===== src/rtl/gbcns_pkg.sv =====
package gbcns_pkg;

    localparam int GRID_WIDTH_W  = 11;
    localparam int GRID_HEIGHT_W = 16;
    localparam int MIN_DIM       = 2;

    localparam int APB_DATA_W = 32;
    localparam int PADDR_W    = 3;
    localparam int REG_SEL_BIT = 2;

    localparam int FIFO_DEPTH = 3;
    localparam int FIFO_PTR_W = 2;
    localparam int FIFO_CNT_W = 2;

    typedef enum logic {
        OP_PUSH  = 1'b0,
        OP_DRAIN = 1'b1
    } t_op;

    typedef enum logic {
        REG_GRID_WIDTH  = 1'b0,
        REG_GRID_HEIGHT = 1'b1
    } t_reg_idx;

    typedef struct packed {
        logic op;
        logic node_blank;
    } t_in_item;

    typedef struct packed {
        logic node_blank_out;
        logic last;
    } t_out_item;

    typedef struct packed {
        logic [GRID_WIDTH_W-1:0]  grid_width;
        logic [GRID_HEIGHT_W-1:0] grid_height;
        logic                     restart;
    } t_cfg;

    typedef struct packed {
        logic [FIFO_CNT_W-1:0] count;
    } t_fifo_status;

    // which of the up to four cells around the output node exist
    typedef struct packed {
        logic cell_cur;
        logic cell_left;
        logic cell_up;
        logic cell_up_left;
    } t_use;

endpackage


===== src/rtl/gbcns_stream_if.sv =====
interface gbcns_stream_if #(
    parameter type t_payload = logic
);
    logic     valid;
    logic     ready;
    t_payload payload;

    modport source (
        output valid,
        output payload,
        input  ready
    );

    modport sink (
        input  valid,
        input  payload,
        output ready
    );
endinterface


===== src/rtl/gbcns_cfg.sv =====
module gbcns_cfg (
    input  logic                              i_clk,
    input  logic                              i_rst_n,
    input  logic                              psel,
    input  logic                              penable,
    input  logic                              pwrite,
    input  logic [gbcns_pkg::PADDR_W-1:0]     paddr,
    input  logic [gbcns_pkg::APB_DATA_W-1:0]  pwdata,
    output logic [gbcns_pkg::APB_DATA_W-1:0]  prdata,
    output logic                              pready,
    output gbcns_pkg::t_cfg                   o_cfg
);
    import gbcns_pkg::*;

    logic [GRID_WIDTH_W-1:0]  r_grid_width;
    logic [GRID_HEIGHT_W-1:0] r_grid_height;
    logic                     wr_en;
    t_reg_idx                 reg_idx;

    assign pready  = 1'b1;
    assign wr_en   = psel && penable && pwrite && pready;
    assign reg_idx = t_reg_idx'(paddr[REG_SEL_BIT]);

    always_ff @(posedge i_clk) begin
        if (!i_rst_n) begin
            r_grid_width  <= GRID_WIDTH_W'(MIN_DIM);
            r_grid_height <= GRID_HEIGHT_W'(MIN_DIM);
        end else if (wr_en) begin
            unique case (reg_idx)
                REG_GRID_WIDTH:  r_grid_width  <= pwdata[GRID_WIDTH_W-1:0];
                REG_GRID_HEIGHT: r_grid_height <= pwdata[GRID_HEIGHT_W-1:0];
                default: ;
            endcase
        end
    end

    always_comb begin
        unique case (reg_idx)
            REG_GRID_WIDTH:  prdata = APB_DATA_W'(r_grid_width);
            REG_GRID_HEIGHT: prdata = APB_DATA_W'(r_grid_height);
            default:         prdata = '0;
        endcase
    end

    assign o_cfg.grid_width  = r_grid_width;
    assign o_cfg.grid_height = r_grid_height;
    assign o_cfg.restart     = wr_en;

endmodule


===== src/rtl/gbcns_out_fifo.sv =====
module gbcns_out_fifo (
    input  logic                      i_clk,
    input  logic                      i_rst_n,
    input  logic                      i_push,
    input  gbcns_pkg::t_out_item      i_data,
    output gbcns_pkg::t_fifo_status   o_status,
    gbcns_stream_if.source            o_out
);
    import gbcns_pkg::*;

    t_out_item             r_mem [FIFO_DEPTH];
    logic [FIFO_PTR_W-1:0] r_wr_ptr;
    logic [FIFO_PTR_W-1:0] r_rd_ptr;
    logic [FIFO_CNT_W-1:0] r_count;
    logic [FIFO_PTR_W-1:0] n_wr_ptr;
    logic [FIFO_PTR_W-1:0] n_rd_ptr;
    logic [FIFO_CNT_W-1:0] n_count;
    logic                  pop;

    assign pop = o_out.valid && o_out.ready;

    always_comb begin
        n_wr_ptr = r_wr_ptr;
        n_rd_ptr = r_rd_ptr;
        n_count  = r_count;
        if (i_push) begin
            n_wr_ptr = (r_wr_ptr == FIFO_PTR_W'(FIFO_DEPTH - 1)) ? '0 : r_wr_ptr + 1'b1;
        end
        if (pop) begin
            n_rd_ptr = (r_rd_ptr == FIFO_PTR_W'(FIFO_DEPTH - 1)) ? '0 : r_rd_ptr + 1'b1;
        end
        if (i_push && !pop) begin
            n_count = r_count + 1'b1;
        end else if (pop && !i_push) begin
            n_count = r_count - 1'b1;
        end
    end

    always_ff @(posedge i_clk) begin
        if (!i_rst_n) begin
            r_wr_ptr <= '0;
            r_rd_ptr <= '0;
            r_count  <= '0;
        end else begin
            r_wr_ptr <= n_wr_ptr;
            r_rd_ptr <= n_rd_ptr;
            r_count  <= n_count;
        end
    end

    always_ff @(posedge i_clk) begin
        if (i_push) begin
            r_mem[r_wr_ptr] <= i_data;
        end
    end

    assign o_out.valid    = (r_count != '0);
    assign o_out.payload  = r_mem[r_rd_ptr];
    assign o_status.count = r_count;

endmodule


===== src/rtl/grid_blank_cell_node_stencil_unit.sv =====
// Overset-grid hole blanking over a raster stream of node blank bits. Push items (op 0) carry
// the nodes of a grid_width x grid_height grid row by row; a cell is active when its four corner
// nodes are all 1, and a node comes out 1 when any existing cell around it is active. Results
// leave in raster order, width+1 nodes behind the input; once the whole grid is in, drain items
// (op 1) release the last width+1 results, the final one with last set, and the block then
// starts the next grid. Pushes after a full grid and drains before it give no result. A write
// to either register restarts the grid. One item is accepted every cycle while the input is not
// stalled; a result enters the three-entry output queue in the cycle after its item is accepted
// (registered line-buffer reads) and can be taken from the queue in the cycle after that. The input
// stalls only when the queue, counting a result about to enter it, holds three entries.
module grid_blank_cell_node_stencil_unit #(
    parameter int MAX_WIDTH = 1024
) (
    input  logic                              i_clk,
    input  logic                              i_rst_n,
    gbcns_stream_if.sink                      i_in,
    gbcns_stream_if.source                    o_out,
    input  logic                              psel,
    input  logic                              penable,
    input  logic                              pwrite,
    input  logic [gbcns_pkg::PADDR_W-1:0]     paddr,
    input  logic [gbcns_pkg::APB_DATA_W-1:0]  pwdata,
    output logic [gbcns_pkg::APB_DATA_W-1:0]  prdata,
    output logic                              pready
);
    import gbcns_pkg::*;

    localparam int COL_W = $clog2(MAX_WIDTH);
    localparam int WID_W = $clog2(MAX_WIDTH + 1);
    localparam int CMP_W = (WID_W > GRID_WIDTH_W) ? WID_W : GRID_WIDTH_W;
    localparam int ROW_W = GRID_HEIGHT_W;

    t_cfg         cfg;
    t_fifo_status fifo_status;
    t_in_item     in_item;

    logic [CMP_W-1:0] gw_ext;
    logic [CMP_W-1:0] eff_w;
    logic [COL_W-1:0] w_m1;
    logic [ROW_W-1:0] h_eff;
    logic [ROW_W-1:0] h_m1;

    // input side position and output position
    logic [COL_W-1:0] r_in_col,  n_in_col;
    logic [ROW_W-1:0] r_in_row,  n_in_row;
    logic             r_in_done, n_in_done;
    logic [COL_W-1:0] r_out_col, n_out_col;
    logic [ROW_W-1:0] r_out_row, n_out_row;

    logic             acc;
    logic             push_ok;
    logic             drain_ok;
    logic             col_nz;
    logic             row_nz;
    logic             emit_a;
    logic             out_last;
    logic [COL_W-1:0] cell_raddr;
    t_use             use_a;

    // stage 1
    logic             r_s1_valid;
    logic             r_s1_push;
    logic             r_s1_emit;
    logic             r_s1_wr_cell;
    logic             r_s1_shift;
    logic             r_s1_b;
    logic             r_s1_last;
    logic [COL_W-1:0] r_s1_waddr;
    t_use             r_s1_use;

    logic             r_node_mem [MAX_WIDTH];
    logic             r_cell_mem [MAX_WIDTH];
    logic             r_rd_above;
    logic             r_rd_cell;

    logic             r_prev_above;
    logic             r_prev_b;
    logic             r_prev_cell;
    logic             r_prev_old;

    logic             cell_new;
    logic             s1_res;
    t_out_item        res_item;

    gbcns_cfg u_cfg (
        .i_clk   (i_clk),
        .i_rst_n (i_rst_n),
        .psel    (psel),
        .penable (penable),
        .pwrite  (pwrite),
        .paddr   (paddr),
        .pwdata  (pwdata),
        .prdata  (prdata),
        .pready  (pready),
        .o_cfg   (cfg)
    );

    always_comb begin
        gw_ext = CMP_W'(cfg.grid_width);
        priority if (gw_ext < CMP_W'(MIN_DIM)) begin
            eff_w = CMP_W'(MIN_DIM);
        end else if (gw_ext > CMP_W'(MAX_WIDTH)) begin
            eff_w = CMP_W'(MAX_WIDTH);
        end else begin
            eff_w = gw_ext;
        end
    end

    assign w_m1  = COL_W'(eff_w - CMP_W'(1));
    assign h_eff = (cfg.grid_height < ROW_W'(MIN_DIM)) ? ROW_W'(MIN_DIM) : cfg.grid_height;
    assign h_m1  = h_eff - ROW_W'(1);

    assign in_item  = i_in.payload;
    assign acc      = i_in.valid && i_in.ready;
    assign push_ok  = (in_item.op == OP_PUSH) && !r_in_done;
    assign drain_ok = (in_item.op == OP_DRAIN) && r_in_done;
    assign col_nz   = (r_in_col != '0);
    assign row_nz   = (r_in_row != '0);
    assign emit_a   = (push_ok && ((row_nz && col_nz) || (r_in_row > ROW_W'(1)))) || drain_ok;
    assign out_last = (r_out_row == h_m1) && (r_out_col == w_m1);

    assign use_a.cell_cur     = (r_out_row != h_m1) && (r_out_col != w_m1);
    assign use_a.cell_left    = (r_out_row != h_m1) && (r_out_col != '0);
    assign use_a.cell_up      = (r_out_row != '0) && (r_out_col != w_m1);
    assign use_a.cell_up_left = (r_out_row != '0) && (r_out_col != '0);

    assign cell_raddr = push_ok ? (r_in_col - COL_W'(1)) : r_out_col;

    always_comb begin
        n_in_col  = r_in_col;
        n_in_row  = r_in_row;
        n_in_done = r_in_done;
        n_out_col = r_out_col;
        n_out_row = r_out_row;
        if (cfg.restart) begin
            n_in_col  = '0;
            n_in_row  = '0;
            n_in_done = 1'b0;
            n_out_col = '0;
            n_out_row = '0;
        end else if (acc) begin
            if (push_ok) begin
                if (r_in_col == w_m1) begin
                    n_in_col = '0;
                    if (r_in_row == h_m1) begin
                        n_in_row  = '0;
                        n_in_done = 1'b1;
                    end else begin
                        n_in_row = r_in_row + ROW_W'(1);
                    end
                end else begin
                    n_in_col = r_in_col + COL_W'(1);
                end
            end
            if (emit_a) begin
                if (out_last) begin
                    n_out_col = '0;
                    n_out_row = '0;
                    n_in_done = 1'b0;
                end else if (r_out_col == w_m1) begin
                    n_out_col = '0;
                    n_out_row = r_out_row + ROW_W'(1);
                end else begin
                    n_out_col = r_out_col + COL_W'(1);
                end
            end
        end
    end

    always_ff @(posedge i_clk) begin
        if (!i_rst_n) begin
            r_in_col   <= '0;
            r_in_row   <= '0;
            r_in_done  <= 1'b0;
            r_out_col  <= '0;
            r_out_row  <= '0;
            r_s1_valid <= 1'b0;
        end else begin
            r_in_col   <= n_in_col;
            r_in_row   <= n_in_row;
            r_in_done  <= n_in_done;
            r_out_col  <= n_out_col;
            r_out_row  <= n_out_row;
            r_s1_valid <= acc && (push_ok || drain_ok);
        end
    end

    always_ff @(posedge i_clk) begin
        if (acc) begin
            r_s1_push    <= push_ok;
            r_s1_emit    <= emit_a;
            r_s1_wr_cell <= push_ok && col_nz && row_nz;
            r_s1_shift   <= push_ok && col_nz;
            r_s1_b       <= in_item.node_blank;
            r_s1_last    <= drain_ok && out_last;
            r_s1_waddr   <= r_in_col - COL_W'(1);
            r_s1_use     <= use_a;
        end
    end

    // previous row of node bits, indexed by column
    always_ff @(posedge i_clk) begin
        if (acc && push_ok) begin
            r_rd_above           <= r_node_mem[r_in_col];
            r_node_mem[r_in_col] <= in_item.node_blank;
        end
    end

    // one row of cell bits, indexed by cell column
    always_ff @(posedge i_clk) begin
        if (acc) begin
            r_rd_cell <= r_cell_mem[cell_raddr];
        end
        if (r_s1_valid && r_s1_wr_cell) begin
            r_cell_mem[r_s1_waddr] <= cell_new;
        end
    end

    assign cell_new = r_rd_above & r_prev_above & r_prev_b & r_s1_b;

    always_ff @(posedge i_clk) begin
        if (r_s1_valid && r_s1_push) begin
            r_prev_above <= r_rd_above;
            r_prev_b     <= r_s1_b;
        end
        if (r_s1_valid && r_s1_shift) begin
            r_prev_cell <= cell_new;
        end
        if (r_s1_valid && (r_s1_shift || !r_s1_push)) begin
            r_prev_old <= r_rd_cell;
        end
    end

    assign res_item.node_blank_out = (r_s1_use.cell_cur     & cell_new)
                                   | (r_s1_use.cell_left    & r_prev_cell)
                                   | (r_s1_use.cell_up      & r_rd_cell)
                                   | (r_s1_use.cell_up_left & r_prev_old);
    assign res_item.last = r_s1_last;

    assign s1_res     = r_s1_valid && r_s1_emit;
    assign i_in.ready = ((FIFO_CNT_W + 1)'(fifo_status.count) + (FIFO_CNT_W + 1)'(s1_res))
                        < (FIFO_CNT_W + 1)'(FIFO_DEPTH);

    gbcns_out_fifo u_out_fifo (
        .i_clk    (i_clk),
        .i_rst_n  (i_rst_n),
        .i_push   (s1_res),
        .i_data   (res_item),
        .o_status (fifo_status),
        .o_out    (o_out)
    );

`ifndef SYNTHESIS
    a_no_overflow: assert property (@(posedge i_clk) disable iff (!i_rst_n)
        s1_res |-> (fifo_status.count < FIFO_CNT_W'(FIFO_DEPTH)))
        else $error("output queue overflow");

    a_restart_clears: assert property (@(posedge i_clk) disable iff (!i_rst_n)
        cfg.restart |=> (r_in_col == '0) && (r_in_row == '0) && !r_in_done
                        && (r_out_col == '0) && (r_out_row == '0))
        else $error("register write did not restart the grid");

    a_last_restarts: assert property (@(posedge i_clk) disable iff (!i_rst_n)
        (r_s1_valid && r_s1_last) |-> !r_in_done && (r_out_col == '0) && (r_out_row == '0))
        else $error("grid did not restart after last item");

    a_col_range: assert property (@(posedge i_clk) disable iff (!i_rst_n)
        (r_in_col <= w_m1) && (r_out_col <= w_m1) && (r_out_row <= h_m1))
        else $error("position beyond grid");
`endif

endmodule

===== src/flat_wrapper.sv =====
// flat-port wrapper written by rule: the top's interface ports become plain ports
module grid_blank_cell_node_stencil_unit_flat import gbcns_pkg::*;
#(
    parameter int MAX_WIDTH = 1024
)
  (i_clk, i_rst_n, psel, penable, pwrite, paddr, pwdata, prdata, pready, i_in_valid, i_in_payload, i_in_ready, o_out_valid, o_out_payload, o_out_ready);
  gbcns_stream_if i_in_i ();
  gbcns_stream_if o_out_i ();
  input  logic i_clk;
  input  logic i_rst_n;
  input  logic psel;
  input  logic penable;
  input  logic pwrite;
  input  logic [gbcns_pkg::PADDR_W-1:0] paddr;
  input  logic [gbcns_pkg::APB_DATA_W-1:0] pwdata;
  output logic [gbcns_pkg::APB_DATA_W-1:0] prdata;
  output logic pready;
  input wire logic [$bits(i_in_i.valid)-1:0] i_in_valid;
  input wire logic [$bits(i_in_i.payload)-1:0] i_in_payload;
  output wire logic [$bits(i_in_i.ready)-1:0] i_in_ready;
  output wire logic [$bits(o_out_i.valid)-1:0] o_out_valid;
  output wire logic [$bits(o_out_i.payload)-1:0] o_out_payload;
  input wire logic [$bits(o_out_i.ready)-1:0] o_out_ready;
  assign i_in_i.valid = i_in_valid;
  assign i_in_i.payload = i_in_payload;
  assign i_in_ready = i_in_i.ready;
  assign o_out_valid = o_out_i.valid;
  assign o_out_payload = o_out_i.payload;
  assign o_out_i.ready = o_out_ready;
  grid_blank_cell_node_stencil_unit #(.MAX_WIDTH(MAX_WIDTH)) u_core (.i_clk(i_clk), .i_rst_n(i_rst_n), .i_in(i_in_i), .o_out(o_out_i), .psel(psel), .penable(penable), .pwrite(pwrite), .paddr(paddr), .pwdata(pwdata), .prdata(prdata), .pready(pready));
endmodule

===== config.mk =====
export PLATFORM = sky130hd
export DESIGN_NAME = grid_blank_cell_node_stencil_unit_flat
export DESIGN_NICKNAME = d
export VERILOG_FILES = /design/src/rtl/gbcns_pkg.sv /design/src/rtl/gbcns_stream_if.sv /design/src/rtl/gbcns_cfg.sv /design/src/rtl/gbcns_out_fifo.sv /design/src/rtl/grid_blank_cell_node_stencil_unit.sv /design/src/flat_wrapper.sv
export SDC_FILE = /design/constraint.sdc
export NUM_CORES = 1
export LEC_CHECK = 0
export BUFFER_PORTS_ARGS = -buffer_cell sky130_fd_sc_hd__buf_2
export CORE_ASPECT_RATIO = 0.9
export CORE_UTILIZATION = 25
export DETAILED_ROUTE_END_ITERATION = 10
export GPL_TIMING_DRIVEN = 0
export PLACE_DENSITY = 0.38
export SLEW_MARGIN = 30
export SYNTH_ARGS = -nofsm -noshare
export SYNTH_HDL_FRONTEND = slang
export SYNTH_SLANG_ARGS = --single-unit
export TNS_END_PERCENT = 10

===== constraint.sdc =====
create_clock -name i_clk -period 4.7 [get_ports i_clk]
set_clock_uncertainty 0.15 [all_clocks]
set_input_delay 0.235 -clock i_clk [delete_from_list [all_inputs] [get_ports i_clk]]
set_output_delay 0.235 -clock i_clk [all_outputs]
set_load 0.005 [all_outputs]

==> impl_metrics.tcl <==
set metrics [dict create \
    antenna_cells 0 \
    area_growth_syn_to_layout_pct 19.5 \
    grt_max_degree 18 \
    final.fill_count 2699 \
    die_w_um 168 \
    synth_cell_types 77 \
    die_h_um 151 \
    drive_gt1_frac 0.145 \
    grt_pass1_vias 5734 \
    routabilityCongestion 0.865 \
    cp-end-kind "flop" \
    fin_crit_ns 4.47 \
    rsz0062_at_grt "yes" \
    clkTransAtPathRegs_ns 0.08 \
    finalSetupViolations 0 \
    path_max_fanout 10 \
    grt_use_total 0.184 \
    nNetsFinal 956 \
    post-route-drc-count 0 \
    place_area_sq_um 6860 \
    ios 79 \
    hp-start "pwdata[12]" \
    yosysWarnings 0 \
    dp_hpwl_mm 17.3 \
    die_area_sq_um 25500 \
    startpoint_type "flop" \
    coreArea_sq_um 24300 \
    leakage_nw 2.69 \
    syn_area_per_cell_sq_um 7.64 \
    syn_area_sq_um 6210 \
    fin_area_sq_um 7420 \
    clk_root_buffer_cell "clkbuf_16" \
    start_util 0.255 \
    synth_area_leaders "dfxtp_1, xnor2_1, nand2_1" \
    maxCapViolCount 0 \
    fin_ws_ns 0.235 \
    antenna_found_initial 0 \
    worst_pin_slew_ns 0.887 \
    ys_ff_latch 84 \
    hold_path.class "in2reg" \
    status "completed" \
    yosys.area.top_type "dfxtp_1" \
    finalPower_w 0.00183 \
    wirelength_mm 22.5 \
    wl_per_cell_um 18.6 \
    rows 54 \
    worstPathRequired_ns 4.80 \
    grt-ovfl-total 0 \
    first_iter_violations 366 \
    synth_cells 812 \
    async_flop_share 0 \
    relSlewSlack 0.407 \
    power_density_nw_per_um2 247 \
    slew_violations 0 \
    path_class "reg2reg" \
    avgViaCountPerCell 4.95 \
    crit_arrival_ns 4.57 \
    min_period_over_period 0.950 \
    crit_start "u_core.u_cfg.r_grid_width[6]" \
    portBuffers 41 \
    vias 6009 \
    vdd.ir_drop.worst_mv 0.163 \
    max_freq_ghz 0.224 \
    yosysSeqAreaShare 0.273 \
    fin_util 0.305 \
    synth_top_cell_area_share 0.268 \
    htreeDepth 3 \
    antenna_left 0 \
    pre_cts_slack_ns -0.902 \
    synth_edf_count 1 \
    hold_viol 0 \
    cts_buffers 9 \
    cts_tree "built" \
    synth_ff_type "dfxtp_1" \
    clock_path_buffers 2 \
    finalSetupTns_ns 0 \
    grt_pass1_wl_mm 35.2 \
    firstDrtPassIters 4 \
    r2r_start "u_core.u_cfg.r_grid_width[6]" \
    cts_sinks 84 \
    clk_latency_ns 0.37 \
]
layout by cell type (no fill, tap or decap), types with 4 or more instances in the layout:
| master | count |
|---|---|
| dfxtp_1 | 83 |
| or2_2 | 4 |
| nand4_1 | 28 |
| o21ai_1 | 8 |
| nor3_1 | 25 |
| xor2_1 | 27 |
| nor4_1 | 18 |
| a21oi_1 | 18 |
| dlygate4sd3_1 | 14 |
| nand2_1 | 99 |
| buf_4 | 25 |
| conb_1 | 18 |
| nand3_1 | 26 |
| ha_1 | 12 |
| and4_1 | 4 |
| o211ai_1 | 5 |
| a21boi_0 | 27 |
| nor4b_1 | 4 |
| xnor2_1 | 50 |
| nor2b_1 | 4 |
| and2_1 | 16 |
| mux2_2 | 8 |
| nor2_1 | 58 |
| o22ai_1 | 14 |
| clkbuf_1 | 36 |
| a211oi_1 | 5 |
| nor3_4 | 4 |
| o21a_1 | 8 |
| nand2b_1 | 10 |
| a31oi_1 | 20 |
| or3_1 | 11 |
| buf_2 | 53 |
| clkbuf_16 | 9 |
| inv_1 | 35 |
| o21ai_0 | 20 |
| mux2i_1 | 8 |
| and3_1 | 13 |
synth_stat cells, types with 3 or more instances:
library cell	count
nor4_1	20
dfxtp_1	83
o31ai_1	3
a311oi_1	3
and3_1	13
or2_2	4
ha_1	13
inv_1	35
clkbuf_1	38
nor3_2	4
or3_1	11
nand3_1	27
o22ai_1	14
o21ai_1	8
nand2_1	99
a31oi_1	20
a211oi_1	5
o21a_1	8
nand4_1	28
mux2_2	8
and2_1	16
a2111oi_0	4
xor2_1	27
buf_2	12
nor3_1	26
nor2b_1	4
mux2i_1	8
nand2b_1	10
o211ai_1	5
nor4b_1	4
a21boi_0	27
and4_1	4
nor2_1	58
buf_1	3
o21ai_0	20
buf_4	18
xnor2_1	50
a21oi_1	19
o31a_1	3
where the power goes:
part	internal [W]	leakage, nW	switching (W)
combinational	0.000142	1.86	0.000198
sequential	0.000731	0.681	0.0000206
clock	0.000375	0.146	0.000367
total	0.00125	2.69	0.000585
routing by layer:
| metal | part of all wire | GRT usage | up-vias |
|---|---|---|---|
| met5 | 0 | 0 | - |
| met4 | 0.010 | 0.0436 | 0 |
| met3 | 0.031 | 0.0291 | 14 |
| met2 | 0.43 | 0.281 | 109 |
| met1 | 0.52 | 0.268 | 2844 |
| li1 | - | - | 3042 |
stage by stage:
step                hold slack [ns]  cells
CTS                         0.00119   1208
global placement              0.326   1177
detailed placement            0.329   1177
global route                 0.0147   1213
floorplan                     0.209    828
finish                       0.0134   1213
registers in the layout, indices dropped and copies added (netlist names):
name	flops
u_core.r_s1_valid	1
u_core.r_in_done	1
u_core.r_out_row	16
u_core.u_out_fifo.o_status	2
u_core.r_out_col	10
u_core.r_s1_emit	1
u_core.u_cfg.r_grid_height	16
u_core.u_cfg.r_grid_width	11
u_core.r_in_row	16
u_core.r_in_col	10
critical path, cell delays in order (launching register included):
cell	delay (ns)
dfxtp_1	0.30
buf_2	0.19
nor3_4	0.32
buf_2	0.28
and3_1	0.17
o21ai_0	0.10
ha_1	0.20
clkbuf_1	0.22
o21ai_1	0.35
mux2i_1	0.21
o32ai_4	0.49
or4bb_1	0.69
nor4_1	0.42
xor2_1	0.10
and2_1	0.16
final timing paths:
check	end	slack, ns	cells after the start
setup / recovery	u_core.r_out_row[6]	0.23	14
hold / removal	u_core.u_cfg.r_grid_height[12]	0.01	3
setup reg to reg	u_core.r_out_row[6]	0.23	14
hold reg to reg	u_core.r_in_done	0.37	1
cell type report:
type / count / area, sq um / area share
Tap cell: 308 / 385 / 0.0519
Buffer: 71 / 358 / 0.0482
Inverter: 35 / 131 / 0.0177
Multi-Input combinational cell: 637 / 4160 / 0.561
Clock inverter: 7 / 68.8 / 0.00927
Sequential cell: 84 / 1690 / 0.228
Clock buffer: 9 / 225 / 0.0304
Timing Repair Buffer: 62 / 398 / 0.0536
timing repair:
item | in CTS | in global routing
hold endpoints to repair | 21 | 0
resized for setup | 5 | 10
hold buffers | 14 | 0
pin swaps | 1 | 5
endpoints found under the setup margin | 17 | 38
buffers inserted | 1 | 6
kinds of logic after synthesis:
family                   Yosys count  share of synthesized area
other                              2                    0.00121
adder cells (fa/ha/maj)           13                     0.0262
AO/OA/AOI/OAI                    166                      0.189
AND/OR/NAND/NOR                  346                      0.292
buffers and inverters            107                     0.0792
flip-flops                        84                      0.273
multiplexers                      16                     0.0274
XOR/XNOR                          78                      0.112
(Power assumes the default switching activity.)
